==> config.mk <==
export PLATFORM = sky130hd
export DESIGN_NAME = wave_header_checker_core
export DESIGN_NICKNAME = d
export VERILOG_FILES = /design/src/rtl/whc_pkg.sv /design/src/rtl/whc_fmt_check.sv /design/src/rtl/wave_header_checker_core.sv
export SDC_FILE = /design/constraint.sdc
export NUM_CORES = 1
export LEC_CHECK = 0
export BUFFER_PORTS_ARGS = -buffer_cell sky130_fd_sc_hd__buf_2
export CAP_MARGIN = 10
export CORE_MARGIN = 1.5
export CORE_UTILIZATION = 50
export CTS_BUF_LIST = sky130_fd_sc_hd__clkbuf_4 sky130_fd_sc_hd__clkbuf_8 sky130_fd_sc_hd__clkbuf_16
export CTS_CLUSTER_SIZE = 30
export DETAILED_ROUTE_END_ITERATION = 8
export PLACE_DENSITY_LB_ADDON = 0.2
export SYNTH_ARGS = -nofsm -noshare
export SYNTH_HDL_FRONTEND = slang
export SYNTH_HIERARCHICAL = 1
export SYNTH_SLANG_ARGS = --single-unit
==> constraint.sdc <==
create_clock -name clk_i -period 23.4 [get_ports clk_i]
set_clock_uncertainty 0.15 [all_clocks]
set_input_delay 2.34 -clock clk_i [delete_from_list [all_inputs] [get_ports clk_i]]
set_output_delay 2.34 -clock clk_i [all_outputs]
set_load 0.01 [all_outputs]
==> src/rtl/whc_pkg.sv <==
package whc_pkg;

  // Length of the captured part of an fmt chunk body
  localparam int CapLen = 18;

  localparam logic [31:0] TagRiff = 32'h4646_4952;
  localparam logic [31:0] TagWave = 32'h4556_4157;
  localparam logic [31:0] TagFmt  = 32'h2074_6D66;

  localparam logic [15:0] FormatPcm = 16'd1;

  typedef enum logic [3:0] {
    ST_OK        = 4'd0,
    ST_TRUNCATED = 4'd1,
    ST_NOT_RIFF  = 4'd2,
    ST_NOT_WAVE  = 4'd3,
    ST_FMT_SHORT = 4'd4,
    ST_CHANNELS  = 4'd5,
    ST_RATE      = 4'd6,
    ST_PCM_SHORT = 4'd7,
    ST_BITS      = 4'd8,
    ST_EXT_SHORT = 4'd9
  } status_e;

  // Register indexes of the write channel; the spare index is ignored
  typedef enum logic [1:0] {
    REG_CHANNELS = 2'd0,
    REG_RATE     = 2'd1,
    REG_BITS     = 2'd2,
    REG_SPARE    = 2'd3
  } cfg_reg_e;

  // Captured fmt body, byte 0 in the lowest slot
  typedef logic [CapLen-1:0][7:0] cap_t;

  // Verdict of the fmt chunk checks
  typedef struct packed {
    logic    fail;      // code is valid
    status_e code;
    logic    set_bits;  // bits per sample field may be latched
  } fmt_res_t;

endpackage

==> src/rtl/whc_fmt_check.sv <==
module whc_fmt_check
  import whc_pkg::*;
(
  input  cap_t        cap_i,
  input  logic [31:0] len_i,
  input  logic [15:0] exp_channels_i,
  input  logic [31:0] exp_rate_i,
  input  logic [15:0] exp_bits_i,
  output fmt_res_t    res_o
);

  logic [15:0] fmt_tag;
  logic [15:0] channels;
  logic [31:0] rate;
  logic [15:0] bits;
  logic [15:0] extra;
  logic        ext_too_short;

  assign fmt_tag  = {cap_i[1], cap_i[0]};
  assign channels = {cap_i[3], cap_i[2]};
  assign rate     = {cap_i[7], cap_i[6], cap_i[5], cap_i[4]};
  assign bits     = {cap_i[15], cap_i[14]};
  assign extra    = {cap_i[17], cap_i[16]};

  // extra bytes must fit within the declared chunk size
  assign ext_too_short = (extra != 16'd0) &&
                         ({1'b0, len_i} < (33'd18 + {17'd0, extra}));

  always_comb begin
    res_o = '{fail: 1'b0, code: ST_OK, set_bits: 1'b0};
    if (channels != exp_channels_i) begin
      res_o.fail = 1'b1;
      res_o.code = ST_CHANNELS;
    end else if (rate != exp_rate_i) begin
      res_o.fail = 1'b1;
      res_o.code = ST_RATE;
    end else if (fmt_tag == FormatPcm) begin
      if (len_i < 32'd16) begin
        res_o.fail = 1'b1;
        res_o.code = ST_PCM_SHORT;
      end else begin
        res_o.set_bits = 1'b1;
        if (bits != exp_bits_i) begin
          res_o.fail = 1'b1;
          res_o.code = ST_BITS;
        end
      end
    end else begin
      if (len_i < 32'd18) begin
        res_o.fail = 1'b1;
        res_o.code = ST_EXT_SHORT;
      end else begin
        res_o.set_bits = 1'b1;
        if (bits != exp_bits_i) begin
          res_o.fail = 1'b1;
          res_o.code = ST_BITS;
        end else if (ext_too_short) begin
          res_o.fail = 1'b1;
          res_o.code = ST_EXT_SHORT;
        end
      end
    end
  end

endmodule

==> src/rtl/wave_header_checker_core.sv <==
// Channel   | Dir | Payload                                        | Handshake
// ----------+-----+------------------------------------------------+--------------------------
// s_axis    | in  | tdata[7:0] file byte, tlast final byte of file | tvalid/tready
// m_axis    | out | tdata[199:0] status and captured header fields | tvalid/tready
// cfg       | in  | addr[1:0] register index, data[31:0] value     | cfg_valid_i/cfg_ready_o
//
// One file byte per cycle sustained while the result register has room; the parse step for a byte
// is a single register-to-register pass (byte insert, 32-bit counter, fmt compares).
// A status passes through the input register and then the result register before it shows on m_axis.
// rst_ni clears all parse state and loads channels 1, rate 44100, bits 16.
// Input stalls only while the result register is full and not being taken.
// cfg_ready_o is always high; writes are expected while the block is idle.
module wave_header_checker_core
  import whc_pkg::*;
(
  input  logic         clk_i,
  input  logic         rst_ni,
  // byte stream in
  input  logic         s_axis_tvalid,
  output logic         s_axis_tready,
  input  logic [7:0]   s_axis_tdata,   // [7:0] data_byte
  input  logic         s_axis_tlast,   // last_byte
  // status out
  output logic         m_axis_tvalid,
  input  logic         m_axis_tready,
  // [3:0] status, [19:4] fmt_code, [35:20] channel_count,
  // [67:36] rate_hz, [99:68] byte_rate, [115:100] frame_align,
  // [131:116] sample_bits, [163:132] riff_length,
  // [195:164] first_chunk_length, [199:196] zero
  output logic [199:0] m_axis_tdata,
  // register writes
  input  logic         cfg_valid_i,
  output logic         cfg_ready_o,
  input  logic [1:0]   cfg_addr_i,
  input  logic [31:0]  cfg_data_i
);

  typedef enum logic [1:0] {
    PH_RIFF,  // 12-byte RIFF/WAVE header
    PH_HDR,   // 8-byte chunk header
    PH_FMT,   // fmt chunk body
    PH_SKIP   // any other chunk body
  } phase_e;

  // ---------------------------------------------------------------------
  // Configuration registers
  // ---------------------------------------------------------------------
  logic [15:0] exp_ch_q;
  logic [31:0] exp_rate_q;
  logic [15:0] exp_bits_q;

  assign cfg_ready_o = 1'b1;

  always_ff @(posedge clk_i or negedge rst_ni) begin
    if (!rst_ni) begin
      exp_ch_q   <= 16'd1;
      exp_rate_q <= 32'd44100;
      exp_bits_q <= 16'd16;
    end else if (cfg_valid_i) begin
      unique case (cfg_addr_i)
        REG_CHANNELS: exp_ch_q   <= cfg_data_i[15:0];
        REG_RATE:     exp_rate_q <= cfg_data_i;
        REG_BITS:     exp_bits_q <= cfg_data_i[15:0];
        default: ;  // unused index, ignored
      endcase
    end
  end

  // ---------------------------------------------------------------------
  // Input register
  // ---------------------------------------------------------------------
  logic       in_valid_q;
  logic [7:0] in_byte_q;
  logic       in_last_q;
  logic       proc_fire;

  // a byte is parsed once the result register has room for its status
  assign proc_fire     = in_valid_q && (!m_axis_tvalid || m_axis_tready);
  assign s_axis_tready = !in_valid_q || proc_fire;

  always_ff @(posedge clk_i or negedge rst_ni) begin
    if (!rst_ni) begin
      in_valid_q <= 1'b0;
    end else if (s_axis_tready) begin
      in_valid_q <= s_axis_tvalid;
    end
  end

  always_ff @(posedge clk_i) begin
    if (s_axis_tvalid && s_axis_tready) begin
      in_byte_q <= s_axis_tdata;
      in_last_q <= s_axis_tlast;
    end
  end

  // ---------------------------------------------------------------------
  // Parse state
  // ---------------------------------------------------------------------
  phase_e      phase_q, phase_d;
  logic [4:0]  idx_q, idx_d;
  logic [31:0] tag_q, tag_d;
  logic [31:0] len_q, len_d;
  logic [31:0] skip_q, skip_d;
  cap_t        cap_q, cap_d;
  logic [31:0] riff_q, riff_d;
  logic [31:0] first_q, first_d;
  logic        seen_q, seen_d;
  logic        drop_q, drop_d;
  logic [15:0] bits_q, bits_d;

  logic        res_valid;
  logic [199:0] res_data;

  // byte placed at its little-endian slot of a 32-bit word
  logic [4:0]  shamt;
  logic [31:0] byte_word;
  logic [31:0] tag_new;
  logic [31:0] len_new;
  logic [31:0] padded;

  assign shamt     = {idx_q[1:0], 3'b000};
  assign byte_word = {24'd0, in_byte_q} << shamt;
  assign tag_new   = tag_q | byte_word;
  assign len_new   = len_q | byte_word;
  // pad to even; all ones wraps to zero
  assign padded    = (len_new + 32'd1) & ~32'd1;

  // fmt check: on an empty body it sees a cleared capture and the new size
  cap_t        chk_cap;
  logic [31:0] chk_len;
  fmt_res_t    chk_res;
  cap_t        cap_wr;

  always_comb begin
    cap_wr = cap_q;
    if (idx_q < 5'(CapLen)) begin
      cap_wr[idx_q] = in_byte_q;
    end
  end

  assign chk_cap = (phase_q == PH_FMT) ? cap_wr : '0;
  assign chk_len = (phase_q == PH_FMT) ? len_q  : len_new;

  whc_fmt_check u_fmt_check (
    .cap_i          (chk_cap),
    .len_i          (chk_len),
    .exp_channels_i (exp_ch_q),
    .exp_rate_i     (exp_rate_q),
    .exp_bits_i     (exp_bits_q),
    .res_o          (chk_res)
  );

  always_comb begin
    logic    st_valid;
    status_e st_code;
    logic    run_check;
    logic    clr;

    phase_d   = phase_q;
    idx_d     = idx_q;
    tag_d     = tag_q;
    len_d     = len_q;
    skip_d    = skip_q;
    cap_d     = cap_q;
    riff_d    = riff_q;
    first_d   = first_q;
    seen_d    = seen_q;
    drop_d    = drop_q;
    bits_d    = bits_q;
    st_valid  = 1'b0;
    st_code   = ST_OK;
    run_check = 1'b0;
    clr       = 1'b0;
    res_valid = 1'b0;
    res_data  = '0;

    if (proc_fire) begin
      if (drop_q) begin
        // discard the rest of a file that already reported
        clr = in_last_q;
      end else begin
        unique case (phase_q)
          PH_RIFF: begin
            if (idx_q < 5'd4) begin
              tag_d = tag_new;
            end else if (idx_q < 5'd8) begin
              riff_d = riff_q | byte_word;
            end else begin
              len_d = len_new;
            end
            idx_d = idx_q + 5'd1;
            if (idx_q == 5'd11) begin
              if (tag_d != TagRiff) begin
                riff_d   = '0;
                st_valid = 1'b1;
                st_code  = ST_NOT_RIFF;
              end else if (len_d != TagWave) begin
                st_valid = 1'b1;
                st_code  = ST_NOT_WAVE;
              end else begin
                phase_d = PH_HDR;
                idx_d   = '0;
                tag_d   = '0;
                len_d   = '0;
              end
            end
          end
          PH_HDR: begin
            if (idx_q < 5'd4) begin
              tag_d = tag_new;
            end else begin
              len_d = len_new;
            end
            idx_d = idx_q + 5'd1;
            if (idx_q == 5'd7) begin
              idx_d  = '0;
              skip_d = padded;
              if (!seen_q) begin
                first_d = len_new;
                seen_d  = 1'b1;
              end
              if (tag_q == TagFmt) begin
                if (len_new < 32'd14) begin
                  st_valid = 1'b1;
                  st_code  = ST_FMT_SHORT;
                end else begin
                  cap_d = '0;
                  if (padded == 32'd0) begin
                    run_check = 1'b1;
                  end else begin
                    phase_d = PH_FMT;
                  end
                end
              end else if (padded != 32'd0) begin
                phase_d = PH_SKIP;
              end
              if (phase_d == PH_HDR) begin
                tag_d = '0;
                len_d = '0;
              end
            end
          end
          PH_FMT: begin
            if (idx_q < 5'(CapLen)) begin
              cap_d = cap_wr;
              idx_d = idx_q + 5'd1;
            end
            skip_d = skip_q - 32'd1;
            if (skip_q == 32'd1) begin
              run_check = 1'b1;
              phase_d   = PH_HDR;
              idx_d     = '0;
              tag_d     = '0;
              len_d     = '0;
            end
          end
          PH_SKIP: begin
            skip_d = skip_q - 32'd1;
            if (skip_q == 32'd1) begin
              phase_d = PH_HDR;
              idx_d   = '0;
              tag_d   = '0;
              len_d   = '0;
            end
          end
          default: ;
        endcase

        if (run_check) begin
          if (chk_res.set_bits) begin
            bits_d = {chk_cap[15], chk_cap[14]};
          end
          if (chk_res.fail) begin
            st_valid = 1'b1;
            st_code  = chk_res.code;
          end
        end

        // end of file: clean only on a chunk boundary
        if (!st_valid && in_last_q) begin
          st_valid = 1'b1;
          st_code  = (phase_d == PH_HDR && idx_d == 5'd0) ? ST_OK : ST_TRUNCATED;
        end

        if (st_valid) begin
          res_valid = 1'b1;
          res_data  = {4'd0, first_d, riff_d, bits_d,
                       cap_d[13], cap_d[12],
                       cap_d[11], cap_d[10], cap_d[9], cap_d[8],
                       cap_d[7], cap_d[6], cap_d[5], cap_d[4],
                       cap_d[3], cap_d[2],
                       cap_d[1], cap_d[0],
                       st_code};
          if (in_last_q) begin
            clr = 1'b1;
          end else begin
            drop_d = 1'b1;
          end
        end
      end

      // fresh state for the next file
      if (clr) begin
        phase_d = PH_RIFF;
        idx_d   = '0;
        tag_d   = '0;
        len_d   = '0;
        skip_d  = '0;
        cap_d   = '0;
        riff_d  = '0;
        first_d = '0;
        seen_d  = 1'b0;
        drop_d  = 1'b0;
        bits_d  = '0;
      end
    end
  end

  always_ff @(posedge clk_i or negedge rst_ni) begin
    if (!rst_ni) begin
      phase_q <= PH_RIFF;
      idx_q   <= '0;
      tag_q   <= '0;
      len_q   <= '0;
      skip_q  <= '0;
      cap_q   <= '0;
      riff_q  <= '0;
      first_q <= '0;
      seen_q  <= 1'b0;
      drop_q  <= 1'b0;
      bits_q  <= '0;
    end else begin
      phase_q <= phase_d;
      idx_q   <= idx_d;
      tag_q   <= tag_d;
      len_q   <= len_d;
      skip_q  <= skip_d;
      cap_q   <= cap_d;
      riff_q  <= riff_d;
      first_q <= first_d;
      seen_q  <= seen_d;
      drop_q  <= drop_d;
      bits_q  <= bits_d;
    end
  end

  // ---------------------------------------------------------------------
  // Result register
  // ---------------------------------------------------------------------
  logic         out_valid_q;
  logic [199:0] out_data_q;

  always_ff @(posedge clk_i or negedge rst_ni) begin
    if (!rst_ni) begin
      out_valid_q <= 1'b0;
    end else if (res_valid) begin
      out_valid_q <= 1'b1;
    end else if (m_axis_tready) begin
      out_valid_q <= 1'b0;
    end
  end

  always_ff @(posedge clk_i) begin
    if (res_valid) begin
      out_data_q <= res_data;
    end
  end

  assign m_axis_tvalid = out_valid_q;
  assign m_axis_tdata  = out_data_q;

endmodule

* Word-level counts from Yosys, hierarchy flattened
Index checks and enable logic that the tools add are counted.
** Storage, ports and cells
- Register bits :: 604
- Output and inout port bits :: 203
- Word-level logic and storage cells :: 264
** Cells by class
- Add/sub/neg operators :: 4
- Magnitude comparators :: 9
- Equal/unequal tests :: 23
- Shift-type cells :: 1
- Mux-type cells :: 152
- Bitwise gates (word level) :: 5
- Reductions and logical operators :: 33
** Operators by type and width (number)
- two-way mux 32 bit :: 41
- two-way mux 144 bit :: 8
- one-hot mux 144 bit (2 select lines) :: 1
- one-hot mux 32 bit (3 select lines) :: 2
- bitwise mux 144 bit :: 1
- bitwise OR 32 bit :: 3
- two-way mux 5 bit :: 18
- less-than comparator 32 x 5 -> 1 bit, second input constant :: 2
- two-way mux 16 bit :: 4
- inequality test 32 x 31 -> 1 bit, second input constant :: 2
- one-hot mux 32 bit (2 select lines) :: 1
- two-way mux 1 bit :: 42
- demux 8 bit (select 5 bit) :: 1
- two-way mux 2 bit :: 20
- less-than comparator 32 x 33 -> 1 bit :: 1
- adder 32 x 1 -> 32 bit, second input constant :: 1
- == test 32 x 1 -> 1 bit, second input constant :: 1
- == test 32 x 30 -> 1 bit, second input constant :: 1
- logical NOT 32 bit :: 1
- less-than comparator 32 x 4 -> 1 bit, second input constant :: 1
- inequality test 16 bit :: 2
- inequality test 32 bit :: 1
- nonzero test 32 bit :: 1
- << shifter 8 x 5 -> 32 bit :: 1
- 39 further kinds :: 70

* Depth between registers and ports, before layout
- Depth after elaboration :: 30
- Mapped depth :: 30
- Depth with buffers taken out :: 24

* Hierarchy
The synthesis kept the hierarchy.
** Modules (own cells, without submodules)
- wave_header_checker_core :: times used 1, cells an instance 3042, area an instance 30000.0 um2
- whc_fmt_check :: times used 1, cells an instance 196, area an instance 1470.2 um2

* Worst setup path before layout
No wires, ideal clock.
- Path type :: flip-flop to flip-flop
- From :: reg idx_q[1]
- To :: reg out_data_q[0] (netlist: m_axis_tdata[0]) (enable)
- Library setup time :: 0.548 ns
- Arrival :: 8.882 ns
- Setup slack :: 13.820 ns
- Stages on the path, launching flop included :: 31
- Buffers on the path :: 7
- Period minus slack after synthesis :: 9.580 ns
- Cells stage by stage :: dfrtp_1 buf_6 buf_2 buf_2 buf_2 inv_1 ha_1 nand3_1 mux2i_1 nor2_1 ha_1 a21oi_1 nor2b_1 nor2b_1 nand4_1 nor2_1 xnor2_1 ha_1 and4_1 nand2_1 a2bb2oi_1 nand4_1 o21ai_0 or2_1 nand4_1 o31ai_4 o31ai_1 buf_2 buf_2 buf_2 inv_1
** RTL lines
- start, declared :: line wave_header_checker_core.sv:100 : logic [4:0] idx_q, idx_d;
- start signal, assigned :: line wave_header_checker_core.sv:334 : idx_q <= idx_d;
- end signal, assigned :: line wave_header_checker_core.sv:365 : out_data_q <= res_data;
- end, declared :: line wave_header_checker_core.sv:351 : logic [199:0] out_data_q;

==> flow_summary.toml <==
[worst_setup_path]
crit_arrival_ns = 7.82
r2r_cells = 24
criticalPathCategory = "reg2reg"
path_max_fanout = 106
r2r_start = "phase_q[0]"
max_stage_delay_ns = 0.97
cp.required_ns = 23.56
path_cells = "inv_1, ha_1, buf_4, inv_4, nor2_1, ha_1, a21oi_1, nor2b_1, nor2b_1, nand4_1, nor2_1, xnor2_1, ha_1, and4_1, nand2_1, nor4_1, o21ai_0, or2_1, nand4_1, o31ai_4, o31ai_4, buf_4, buf_4, nor2_1"
critPathLaunchType = "register"
ff2ff_setup_slack_ns = 15.74
r2r_end = "m_axis_tdata[77]"
endpoint_kind = "register"
slowest_stage = "buf_4"
path_buf_inv = 5
cp_top_family = "buffers and inverters"

[clocking]
cts_resized = 0
cts_max_level = 3
insertion_delay_ns = 0.61
numClockSinks = 600
cts_buffer_depth = 3
cts_inserted_buffers = 68
clkTransAtPathRegs_ns = 0.06
ctsHoldBuffers = 0
post-cts-setup-buffer-count = 0
root_buffer = "clkbuf_16"
cts_tree = "yes"

[synthesis]
synth_mux_area_share_pct = 3.212
postSynthCellCount = 3238
synth_compound_area_share_pct = 19.84
synthArstFlopShare_pct = 65.83
synth-simple-area-share_pct = 17.60
ys_ff_latch = 600
synth-edff-count = 205
synth_area_sq_um = 31470
synth_ff_type = "dfrtp_1"
synth_top_family_by_area = "compound AO/OA/AOI/OAI gates"
yosysSeqAreaShare_pct = 51.00
synth_xor_area_share_pct = 2.922
synthAdderAreaFrac_pct = 1.113
syn_area_per_cell_sq_um = 9.719
yosysWarnings = 6
ys_types = 100

[final_layout]
syn2layout_area_growth_pct = 12.91
finalNetCount = 3408
final_core_util_pct = 57.37
fill_cells = 5437
drive_above_1_share_pct = 17.09
finalNonFillerCells = 4225

[job]
max_cap_viol_count = 0

[pwr]
powerDensity_nw_per_um2 = 79.07
p_leak_uw = 0.01419
peakVddDrop_mv = 0.05558
total_power_uw = 2809

[sta]
worst_pin_slew_ns = 1.315
hold_viol_final = 0
drv_slew = 0
post-route-period-util_pct = 32.75
setup_viol = 0
rsz0062_at_grt = "false"
slew_headroom_pct = 12.34
fin_setup_tns_ns = 0
max_freq_mhz = 130.5
period_minus_slack_ns = 7.664

[detailed_routing]
first_pass_iters = 9
vias = 26705
ant_nets = 0
routed_via_density = 6.321
drt_iter0_drc = 3320
postRouteWirelength_um = 100900
wire_per_inst_um = 23.87
drc = 0

[floorplanning]
die_area_sq_um = 64460
io_pins = 251
initial_core_util_pct = 50.81
core_sq_um = 61940
rows = 91
fp.dieW_um = 253.9
die_h_um = 253.9

[global_route]
antenna_found_initial = 0
grt_max_degree = 162
grt_pass1_vias = 25389
grt_overflow_total = 0
grt_usage_pct = 30.93
grt_pass1_wl_um = 153200

[worst_hold_path]
hold_class = "reg2reg"
min_path_cells = 2
min_to = "cap_q[116]"
min_from = "cap_q[116]"

[place]
portBuffers = 245
dp_cells = 4098
dp_hpwl_um = 66150
place.gp.congestion = 1.003

[outcome]
status = "completed"
==> final cells by class <==
cell class,count,area [sq um],share of cell area [%]
sequential,600,16050,45.17
multi-input combinational,2320,14170,39.89
clock buffer,96,2019,5.684
timing repair buffer,292,1622,4.564
tap,837,1047,2.947
clock inverter,29,417.9,1.176
inverter,50,197.7,0.5564
antenna,1,2.502,0.007043
==> synth_stat cells, types with 18 or more instances <==
cell	count	area, sq um
nor4_1	56	350.3
buf_2	25	125.1
a21o_1	19	142.6
a21oi_1	249	1246
buf_1	19	71.32
a22o_1	134	1174
nor3_1	30	150.1
nand2_1	464	1742
edfxtp_1	205	6156
o21ai_0	143	715.7
mux2i_1	29	290.3
dfrtp_1	387	9684
a211oi_1	37	277.8
mux2_2	64	720.7
nand3_1	33	165.2
and2_1	18	112.6
a31oi_1	33	206.5
xnor2_1	56	490.5
o2bb2ai_1	45	394.1
nand4_1	36	225.2
nor2_4	19	214.0
a22oi_1	116	870.8
inv_1	50	187.7
and3_1	21	131.4
nor2_1	365	1370
xor2_1	49	429.2
clkbuf_1	207	777.0
o31ai_1	26	195.2
ha_1	28	350.3
==> metal layers <==
metal	up-vias	part of all wire [%]	GRT usage [%]	routed length, um
li1	11867	-	-	-
met5	-	0	0	0
met4	0	3.1	10.87	3092
met1	13319	43	44.51	43440
met2	1300	46	47.41	46160
met3	219	8.1	4.886	8164
==> report_power, final <==
part	internal [uW]	switching, uW	total, uW
logic	138	329	467
clock network	708	451	1160
registers	1140	38.9	1180
total	1990	819	2810
==> sequential cells by signal (all words and copies together) (netlist names), 2 cells and up <==
name / cells
len_q: 32
m_axis_tdata: 196
idx_q: 5
riff_q: 32
skip_q: 32
cap_q: 144
exp_rate_q: 32
first_q: 32
in_byte_q: 8
exp_bits_q: 16
exp_ch_q: 16
phase_q: 2
bits_q: 16
tag_q: 32
==> logic make-up after synthesis <==
kind of cell             after synthesis
buffers and inverters                321
flip-flops                           600
AO/OA/AOI/OAI                        913
XOR/XNOR                             105
multiplexers                          93
adder cells (fa/ha/maj)               28
other                                  2
AND/OR/NAND/NOR                     1176
==> how the worst max path moves through the flow <==
stage	to	from	cells after the start
CTS	m_axis_tdata[77]	phase_q[0]	24
global placement	m_axis_tdata[26]	phase_q[0]	24
floorplan	m_axis_tdata[0]	idx_q[1]	30
global route	m_axis_tdata[77]	phase_q[0]	24
finish	m_axis_tdata[77]	phase_q[0]	24
detailed placement	m_axis_tdata[95]	phase_q[0]	24
==> tightest hold or removal path, stage by stage (launching register included) <==
cell     delay (ns)
dfrtp_1        0.34
nand2_1        0.05
o31ai_1        0.05
==> through the flow <==
step                      hold WS [ns]  area (sq um)  setup WS [ns]
after CTS                       0.3259         35500          15.83
after global placement          0.3049         33060          16.10
after detailed placement        0.3115         33060          15.85
after global routing            0.3480         35530          15.22
final                           0.3260         35530          15.74
after floorplan                 0.2930         31480          13.82
==> cell usage in the layout, fill, tap and decap left out, types with 17 or more instances in the layout <==
| master | Yosys | final |
|---|---|---|
| and2_1 | 18 | 17 |
| a31oi_1 | 33 | 33 |
| edfxtp_1 | 205 | 205 |
| a21oi_1 | 249 | 248 |
| buf_4 | 10 | 45 |
| inv_1 | 50 | 48 |
| ha_1 | 28 | 27 |
| o31ai_1 | 26 | 25 |
| xor2_1 | 49 | 49 |
| buf_2 | 25 | 244 |
| a211oi_1 | 37 | 37 |
| nor3_1 | 30 | 29 |
| nand3_1 | 33 | 33 |
| nor4_1 | 56 | 56 |
| nand4_1 | 36 | 36 |
| nand2_1 | 464 | 462 |
| nor2_4 | 19 | 20 |
| a21o_1 | 19 | 19 |
| xnor2_1 | 56 | 56 |
| a22oi_1 | 116 | 116 |
| mux2i_1 | 29 | 29 |
| o41ai_1 | 17 | 17 |
| o2bb2ai_1 | 45 | 45 |
| nor2_1 | 365 | 362 |
| a22o_1 | 134 | 134 |
| o21ai_0 | 143 | 143 |
| dfrtp_1 | 387 | 387 |
| clkbuf_4 | 0 | 18 |
| and3_1 | 21 | 21 |
| mux2_2 | 64 | 64 |
| clkbuf_16 | 0 | 72 |
(Power assumes the default switching activity.)
